===== src/sv/cmh_pkg.sv =====
// ---------------------------------------------------------------------------
// cmh_pkg
// shared types and constants of the counting multiset histogram
// ---------------------------------------------------------------------------
package cmh_pkg;

  localparam int KIND_W  = 3;
  localparam int VALUE_W = 8;
  localparam int COUNT_W = 16;
  localparam int FREQ_W  = 16;
  localparam int TOTAL_W = 22;
  localparam int STAT_W  = 2;

  typedef enum logic [KIND_W-1:0] {
    KIND_ADD        = 3'd0,
    KIND_REMOVE     = 3'd1,
    KIND_REMOVE_ALL = 3'd2,
    KIND_CLEAR      = 3'd3,
    KIND_LIST       = 3'd4
  } kind_t;

  typedef enum logic [STAT_W-1:0] {
    ST_OK     = 2'd0,
    ST_ABSENT = 2'd1,
    ST_RANGE  = 2'd2,
    ST_SAT    = 2'd3
  } status_t;

  typedef enum logic [2:0] {
    S_IDLE,
    S_DISPATCH,
    S_UPDATE,
    S_LIST_SCAN,
    S_LIST_EMIT
  } state_t;

  typedef struct packed {
    logic latch;
    logic upd;
    logic emit_simple;
    logic list_init;
    logic list_dec;
    logic list_emit;
    logic list_sel;
  } cmd_t;

  typedef struct packed {
    logic is_rmw;
    logic is_list;
    logic list_empty;
    logic nz_here;
    logic last_here;
    logic out_free;
  } stat_t;

endpackage


===== src/sv/cmh_ram.sv =====
// ---------------------------------------------------------------------------
// cmh_ram
// generic single-port ram with registered read
// ---------------------------------------------------------------------------
module cmh_ram #(
  parameter int WIDTH = 16,
  parameter int DEPTH = 64
) (
  input  logic                     clk,
  input  logic                     we,
  input  logic [$clog2(DEPTH)-1:0] addr,
  input  logic [WIDTH-1:0]         wdata,
  output logic [WIDTH-1:0]         rdata
);

  logic [WIDTH-1:0] mem [DEPTH];

  always_ff @(posedge clk) begin
    if (we) begin
      mem[addr] <= wdata;
    end
    rdata <= mem[addr];
  end

endmodule


===== src/sv/cmh_ctrl.sv =====
// ---------------------------------------------------------------------------
// cmh_ctrl
// sequencer for read-modify-write, single results and the bin list walk
// ---------------------------------------------------------------------------
module cmh_ctrl (
  input  logic           clk,
  input  logic           rst,
  input  logic           in_valid,
  output logic           in_stall,
  input  cmh_pkg::stat_t stat,
  output cmh_pkg::cmd_t  cmd
);
  import cmh_pkg::*;

  state_t state, state_next;

  always_ff @(posedge clk) begin
    if (rst) begin
      state <= S_IDLE;
    end else begin
      state <= state_next;
    end
  end

  always_comb begin
    state_next = state;
    case (state)
      S_IDLE: begin
        if (in_valid) state_next = S_DISPATCH;
      end
      S_DISPATCH: begin
        if (stat.is_rmw) begin
          state_next = S_UPDATE;
        end else if (stat.is_list && !stat.list_empty) begin
          state_next = S_LIST_SCAN;
        end else if (stat.out_free) begin
          state_next = S_IDLE;
        end
      end
      S_UPDATE: begin
        if (stat.out_free) state_next = S_IDLE;
      end
      S_LIST_SCAN: begin
        if (stat.nz_here) state_next = S_LIST_EMIT;
      end
      S_LIST_EMIT: begin
        if (stat.out_free) state_next = stat.last_here ? S_IDLE : S_LIST_SCAN;
      end
      default: state_next = S_IDLE;
    endcase
  end

  always_comb begin
    cmd      = '0;
    in_stall = 1'b1;
    case (state)
      S_IDLE: begin
        in_stall  = 1'b0;
        cmd.latch = in_valid;
      end
      S_DISPATCH: begin
        if (!stat.is_rmw) begin
          if (stat.is_list && !stat.list_empty) begin
            cmd.list_init = 1'b1;
          end else begin
            cmd.emit_simple = stat.out_free;
          end
        end
      end
      S_UPDATE: begin
        cmd.upd = stat.out_free;
      end
      S_LIST_SCAN: begin
        cmd.list_sel = 1'b1;
        cmd.list_dec = !stat.nz_here;
      end
      S_LIST_EMIT: begin
        cmd.list_sel  = 1'b1;
        cmd.list_emit = stat.out_free;
        cmd.list_dec  = stat.out_free && !stat.last_here;
      end
      default: begin
        cmd = '0;
      end
    endcase
  end

endmodule


===== src/sv/cmh_dp.sv =====
// ---------------------------------------------------------------------------
// cmh_dp
// bin store, nonzero mask, running total, list index and result register
// ---------------------------------------------------------------------------
module cmh_dp #(
  parameter int NUM_BINS = 64
) (
  input  logic                         clk,
  input  logic                         rst,
  input  cmh_pkg::cmd_t                cmd,
  output cmh_pkg::stat_t               stat,
  input  logic [cmh_pkg::KIND_W-1:0]   kind,
  input  logic [cmh_pkg::VALUE_W-1:0]  value,
  input  logic [cmh_pkg::COUNT_W-1:0]  count,
  output logic                         out_valid,
  input  logic                         out_stall,
  output logic [cmh_pkg::VALUE_W-1:0]  value_out,
  output logic [cmh_pkg::FREQ_W-1:0]   frequency,
  output logic [cmh_pkg::TOTAL_W-1:0]  total,
  output logic [cmh_pkg::STAT_W-1:0]   status,
  output logic                         last,
  output logic                         empty_res
);
  import cmh_pkg::*;

  localparam int IDX_W = $clog2(NUM_BINS);

  logic [KIND_W-1:0]   kind_r;
  logic [VALUE_W-1:0]  value_r;
  logic [COUNT_W-1:0]  count_r;
  logic [IDX_W-1:0]    idx;
  logic [NUM_BINS-1:0] nz;
  logic [TOTAL_W-1:0]  total_count;

  logic [IDX_W-1:0]    vi, addr;
  logic [FREQ_W-1:0]   rdata, b, nb, take;
  logic [FREQ_W:0]     sum;
  logic [TOTAL_W-1:0]  total_new;
  logic [STAT_W-1:0]   upd_status;
  logic [NUM_BINS-1:0] below;
  logic                in_range, is_bin_op, out_free;

  logic [VALUE_W-1:0]  simp_value;
  logic [TOTAL_W-1:0]  simp_total;
  logic [STAT_W-1:0]   simp_status;
  logic                simp_empty;

  always_ff @(posedge clk) begin
    if (cmd.latch) begin
      kind_r  <= kind;
      value_r <= value;
      count_r <= count;
    end
  end

  assign vi   = value_r[IDX_W-1:0];
  assign addr = cmd.list_sel ? idx : vi;

  cmh_ram #(
    .WIDTH (FREQ_W),
    .DEPTH (NUM_BINS)
  ) u_bins (
    .clk   (clk),
    .we    (cmd.upd),
    .addr  (addr),
    .wdata (nb),
    .rdata (rdata)
  );

  // entries with a clear mask bit read as zero
  assign b = nz[vi] ? rdata : '0;

  always_comb begin
    sum        = {1'b0, b} + {1'b0, count_r};
    take       = b;
    nb         = b;
    upd_status = ST_OK;
    if (kind_r == KIND_ADD) begin
      nb = sum[FREQ_W] ? {FREQ_W{1'b1}} : sum[FREQ_W-1:0];
      if (sum[FREQ_W]) upd_status = ST_SAT;
    end else if (b == '0) begin
      upd_status = ST_ABSENT;
    end else begin
      if (kind_r == KIND_REMOVE && count_r < b) take = count_r;
      nb = b - take;
    end
  end

  assign total_new = total_count + TOTAL_W'(nb) - TOTAL_W'(b);

  assign in_range  = value_r < VALUE_W'(NUM_BINS);
  assign is_bin_op = kind_r == KIND_ADD || kind_r == KIND_REMOVE
                     || kind_r == KIND_REMOVE_ALL;

  always_comb begin
    for (int i = 0; i < NUM_BINS; i++) begin
      below[i] = IDX_W'(i) < idx;
    end
  end

  assign out_free = !out_valid || !out_stall;

  assign stat.is_rmw     = is_bin_op && in_range;
  assign stat.is_list    = kind_r == KIND_LIST;
  assign stat.list_empty = nz == '0;
  assign stat.nz_here    = nz[idx];
  assign stat.last_here  = (nz & below) == '0;
  assign stat.out_free   = out_free;

  always_ff @(posedge clk) begin
    if (rst) begin
      nz          <= '0;
      total_count <= '0;
      idx         <= '0;
    end else begin
      if (cmd.upd) begin
        nz[vi]      <= nb != '0;
        total_count <= total_new;
      end else if (cmd.emit_simple && kind_r == KIND_CLEAR) begin
        nz          <= '0;
        total_count <= '0;
      end
      if (cmd.list_init) begin
        idx <= IDX_W'(NUM_BINS - 1);
      end else if (cmd.list_dec) begin
        idx <= idx - IDX_W'(1);
      end
    end
  end

  always_comb begin
    simp_value  = '0;
    simp_total  = total_count;
    simp_status = ST_OK;
    simp_empty  = 1'b0;
    if (is_bin_op) begin
      simp_value  = value_r;
      simp_status = ST_RANGE;
    end else if (kind_r == KIND_CLEAR) begin
      simp_total = '0;
    end else if (kind_r == KIND_LIST) begin
      simp_empty = 1'b1;
    end
  end

  // result register
  always_ff @(posedge clk) begin
    if (rst) begin
      out_valid <= 1'b0;
    end else if (cmd.upd || cmd.emit_simple || cmd.list_emit) begin
      out_valid <= 1'b1;
    end else if (!out_stall) begin
      out_valid <= 1'b0;
    end
  end

  always_ff @(posedge clk) begin
    if (cmd.upd) begin
      value_out <= value_r;
      frequency <= nb;
      total     <= total_new;
      status    <= upd_status;
      last      <= 1'b1;
      empty_res <= 1'b0;
    end else if (cmd.emit_simple) begin
      value_out <= simp_value;
      frequency <= '0;
      total     <= simp_total;
      status    <= simp_status;
      last      <= 1'b1;
      empty_res <= simp_empty;
    end else if (cmd.list_emit) begin
      value_out <= {{(VALUE_W - IDX_W){1'b0}}, idx};
      frequency <= rdata;
      total     <= total_count;
      status    <= ST_OK;
      last      <= stat.last_here;
      empty_res <= 1'b0;
    end
  end

endmodule


===== src/sv/counting_multiset_histogram.sv =====
// add, remove and remove all: bin read in dispatch and written back in update, no new item
// taken before the write, set by the read then write of the single bin ram port
// clear, out-of-range, unknown kinds and an empty list: result loaded in dispatch
// list: one bin examined per cycle from NUM_BINS-1 down, pausing to emit each nonzero bin
// reset clears the nonzero mask and total, no sweep of the bin ram
// ---------------------------------------------------------------------------
// counting_multiset_histogram
// multiset of small integers kept as per-value counts with a running total
// ---------------------------------------------------------------------------
module counting_multiset_histogram #(
  parameter int NUM_BINS = 64
) (
  input  logic                         clk,
  input  logic                         rst,
  input  logic                         in_valid,
  output logic                         in_stall,
  input  logic [cmh_pkg::KIND_W-1:0]   kind,
  input  logic [cmh_pkg::VALUE_W-1:0]  value,
  input  logic [cmh_pkg::COUNT_W-1:0]  count,
  output logic                         out_valid,
  input  logic                         out_stall,
  output logic [cmh_pkg::VALUE_W-1:0]  value_out,
  output logic [cmh_pkg::FREQ_W-1:0]   frequency,
  output logic [cmh_pkg::TOTAL_W-1:0]  total,
  output logic [cmh_pkg::STAT_W-1:0]   status,
  output logic                         last,
  output logic                         empty_res
);
  import cmh_pkg::*;

  cmd_t  cmd;
  stat_t stat;

  cmh_ctrl u_ctrl (
    .clk      (clk),
    .rst      (rst),
    .in_valid (in_valid),
    .in_stall (in_stall),
    .stat     (stat),
    .cmd      (cmd)
  );

  cmh_dp #(
    .NUM_BINS (NUM_BINS)
  ) u_dp (
    .clk       (clk),
    .rst       (rst),
    .cmd       (cmd),
    .stat      (stat),
    .kind      (kind),
    .value     (value),
    .count     (count),
    .out_valid (out_valid),
    .out_stall (out_stall),
    .value_out (value_out),
    .frequency (frequency),
    .total     (total),
    .status    (status),
    .last      (last),
    .empty_res (empty_res)
  );

endmodule


===== config.mk =====
export PLATFORM = sky130hd
export DESIGN_NAME = counting_multiset_histogram
export DESIGN_NICKNAME = d
export VERILOG_FILES = /design/src/sv/cmh_pkg.sv /design/src/sv/cmh_ram.sv /design/src/sv/cmh_ctrl.sv /design/src/sv/cmh_dp.sv /design/src/sv/counting_multiset_histogram.sv
export SDC_FILE = /design/constraint.sdc
export NUM_CORES = 1
export LEC_CHECK = 0
export CORE_ASPECT_RATIO = 0.9
export CORE_MARGIN = 5
export CORE_UTILIZATION = 55
export DETAILED_ROUTE_END_ITERATION = 12
export DONT_BUFFER_PORTS = 1
export HOLD_SLACK_MARGIN = 0.06
export PLACE_DENSITY = 0.7
export SLEW_MARGIN = 20
export SYNTH_ARGS = -nofsm -noshare
export SYNTH_HDL_FRONTEND = slang
export SYNTH_SLANG_ARGS = --single-unit

===== constraint.sdc =====
create_clock -name clk -period 22.5 [get_ports clk]
set_input_delay 1.125 -clock clk [delete_from_list [all_inputs] [get_ports clk]]
set_output_delay 1.125 -clock clk [all_outputs]
set_load 0.02 [all_outputs]

==> flow_metrics.tcl <==
set metrics [dict create \
    crit_type "register to register" \
    ys_top_cells_by_area "edfxtp_1 66%, dfxtp_1 4.6%, a22oi_1 4.5%" \
    cp_slowest_cell "o21a_1" \
    period_share_pct 49.71 \
    ios 83 \
    dp.final_hpwl_um 88330 \
    postRouteAntennaNets 0 \
    clock_sinks 1213 \
    syn_nets 3538 \
    ctsResizeCount 0 \
    cp_num_buf_inv 3 \
    synth_top_cell_area_share_pct 66.26 \
    multi_input_area_um2 13740 \
    vias 32560 \
    wl_per_cell_um 31.49 \
    dr.pass1.iters 6 \
    tns_ns 0 \
    syn_to_final_growth_pct 10.90 \
    tritoncts "yes" \
    ys_seq_area_share_pct 70.84 \
    required_ns 23.07 \
    syn_inst 3410 \
    dieArea_um2 96680 \
    slew_headroom_pct 20.97 \
    cp_top_family "compound AO/OA/AOI/OAI gates" \
    fp.dieH_um 295.5 \
    max_freq_ghz 0.08941 \
    grt_remaining_overflow 0 \
    ctsHoldBuffers 0 \
    cts_buffers 111 \
    rows 104 \
    synth_edf_count 1099 \
    switching_power_mw 1.297 \
    pwr-share-comb_pct 12.5 \
    final_core_util_pct 61.61 \
    core_area_um2 89660 \
    clk_pin_slew_ns 0.07 \
    post-cts-setup-buffer-count 0 \
    synth_cell_types 81 \
    numPortBuffers 0 \
    cp-start-kind "register" \
    vias_per_cell 6.901 \
    htree_levels 3 \
    wirelength_um 148600 \
    swShare_pct 25.73 \
    tightest_slew_ns 1.175 \
    period_minus_slack_ns 11.18 \
    ys_seq_elements 1213 \
    netlist.top_cell.by_area "edfxtp_1" \
    grt_usage_pct 30.13 \
    clkLatencyLatePin_ns 0.71 \
    clock_power_share_pct 35.9 \
    vdd_ir_drop_max_v 0.00006688 \
    slew_violations 0 \
    regArea_um2 35280 \
    clk_path_buf_depth 3 \
    synth.avg_cell_area_um2 14.61 \
    drive_gt1_share_pct 10.88 \
    cap_violations 0 \
    hp-class "register to register" \
    syn_area_um2 49810 \
    power_density_nw_per_um2 91.23 \
    grt_max_degree 105 \
    setup_viol_count_final 0 \
    p_seq_share_pct 51.6 \
    crit_fanout 65 \
    fin_nets 3586 \
    initial_core_util_pct 55.55 \
    skew_ns 0.05493 \
    cts-root-buf "clkbuf_16" \
    grt_pass1_vias 31190 \
    end_kind "register" \
    final_hold_viol_count 0 \
    postSynth.asyncResetShare_pct 0 \
    drt_iter0_drc 4306 \
    synthFlopType "edfxtp_1" \
    die_w_um 327.2 \
    p_leak_nw 17.92 \
    antenna_found_initial 8 \
    status "finished, final reports clean" \
    grt_pass1_wl_um 214800 \
    arrival_ns 11.76 \
    routabilityCongestion 0.9076 \
    fill_cells 6557 \
    critPathMaxStageDelay_ns 0.82 \
    drcViolationCount 0 \
    yosys_warnings 0 \
    rsz0062_at_grt "false" \
    power.internal_mw 3.743 \
]
[per-layer routing]
layer / vias to the layer above / part of all wire [%] / routed length (µm) / GRT usage [%]
li1: 13790 / - / - / -
met1: 16300 / 39 / 58050 / 42.71
met2: 2153 / 46 / 68530 / 47.07
met3: 309 / 11 / 16650 / 6.705
met4: 8 / 3.6 / 5308 / 10.17
met5: - / 0.036 / 54 / 0
[per-stage QoR]
| step | cells | setup WS (ns) | instance area [µm²] | hold slack, ns | power, mW |
|---|---|---|---|---|---|
| final | 4719 | 11.32 | 55240 | 0.5091 | 5.039 |
| after global routing | 4715 | 10.51 | 55230 | 0.4942 | 5.193 |
| after CTS | 4715 | 11.01 | 55210 | 0.4933 | 5.036 |
| after detailed placement | 4511 | 11.07 | 51750 | 0.5012 | 3.262 |
| after global placement | 4511 | 11.46 | 51740 | 0.4896 | 3.244 |
| after floorplan | 3410 | 10.83 | 49810 | 0.4543 | 3.037 |
[power by group through the flow]
| stage | combinational, mW | sequential (mW) | clock, mW |
|---|---|---|---|
| floorplan | 0.398 | 2.64 | 0 |
| global placement | 0.598 | 2.65 | 0 |
| detailed placement | 0.615 | 2.65 | 0 |
| CTS | 0.618 | 2.60 | 1.82 |
| global route | 0.673 | 2.60 | 1.92 |
| finish | 0.632 | 2.60 | 1.81 |
[worst reg2reg max path: cells and delay by family, from the launching register on]
| family | cells | cell delay, ns |
|---|---|---|
| flops | 1 | 0.33 |
| fa+ha+maj | 5 | 1.88 |
| xor+xnor | 1 | 0.20 |
| compound gates | 15 | 4.27 |
| simple gates | 11 | 2.45 |
| mux | 2 | 0.84 |
| buf+inv | 3 | 1.16 |
[flip-flops by register name, indices dropped and copies added, names as in the netlist, 3 cells and up]
| signal | flops |
|---|---|
| u_dp.total | 22 |
| u_dp.frequency | 16 |
| u_dp.value_r | 8 |
| u_dp.idx | 6 |
| u_dp.value_out | 8 |
| u_dp.kind_r | 3 |
| u_dp.nz | 64 |
| u_dp.u_bins.mem | 1024 |
| u_dp.u_bins.rdata | 16 |
| u_ctrl.state | 3 |
| u_dp.count_r | 16 |
| u_dp.total_count | 22 |
[Yosys cell counts (all sizes together), types with 12 or more instances]
| master | instances |
|---|---|
| mux2 | 13 |
| a221oi | 108 |
| ha | 79 |
| nand3 | 99 |
| mux4 | 25 |
| o21ai | 117 |
| nor4 | 40 |
| o221ai | 14 |
| nor3 | 32 |
| fa | 18 |
| buf | 58 |
| edfxtp | 1099 |
| nor2b | 12 |
| a21oi | 131 |
| nand2 | 250 |
| a22oi | 299 |
| nand4 | 35 |
| clkbuf | 134 |
| a41oi | 25 |
| a31oi | 85 |
| mux2i | 49 |
| dfxtp | 114 |
| xor2 | 17 |
| xnor2 | 28 |
| and2 | 35 |
| nand2b | 26 |
| nor2 | 134 |
| inv | 69 |
| a21o | 15 |
| a22o | 98 |
[cells in the final DEF, fill, tap and decap left out, drive strengths merged, types with 40 or more instances in the layout]
cell	netlist	layout
edfxtp	1099	1099
a31oi	85	85
a22o	98	98
clkbuf	134	131
a221oi	108	108
inv	69	74
nor2	134	134
nor4	40	40
nand3	99	99
clkinv	0	56
mux2i	49	49
nand2	250	250
a21oi	131	131
buf	58	127
ha	79	79
o21ai	117	117
dfxtp	114	114
a22oi	299	299
[cells by family after synthesis]
group | share of synthesized area, %
flip-flops | 70.84
AO/OA/AOI/OAI | 14.27
AND/OR/NAND/NOR | 6.878
buffers and inverters | 2.100
adder cells (fa/ha/maj) | 2.708
multiplexers | 2.409
XOR/XNOR | 0.7913
[worst paths after layout]
path                                        endpoint  depth (start not counted)            start  slack [ns]
worst min-delay path                      u_dp.nz[6]                          2       u_dp.nz[6]        0.51
worst max register to register  u_dp.total_count[20]                         37  u_dp.value_r[1]       11.32
worst max-delay path            u_dp.total_count[20]                         37  u_dp.value_r[1]       11.32
worst min register to register            u_dp.nz[6]                          2       u_dp.nz[6]        0.51
[layout make-up]
cell class                      instances  area share (%)
Antenna cell                            4         0.01812
Clock buffer                          131           5.221
Clock inverter                         73           1.056
Inverter                               69          0.4689
Multi-Input combinational cell       1936           24.88
Sequential cell                      1213           63.88
Tap cell                             1166           2.641
Timing Repair Buffer                  127           1.839
Power figures use the tool's default switching activity.
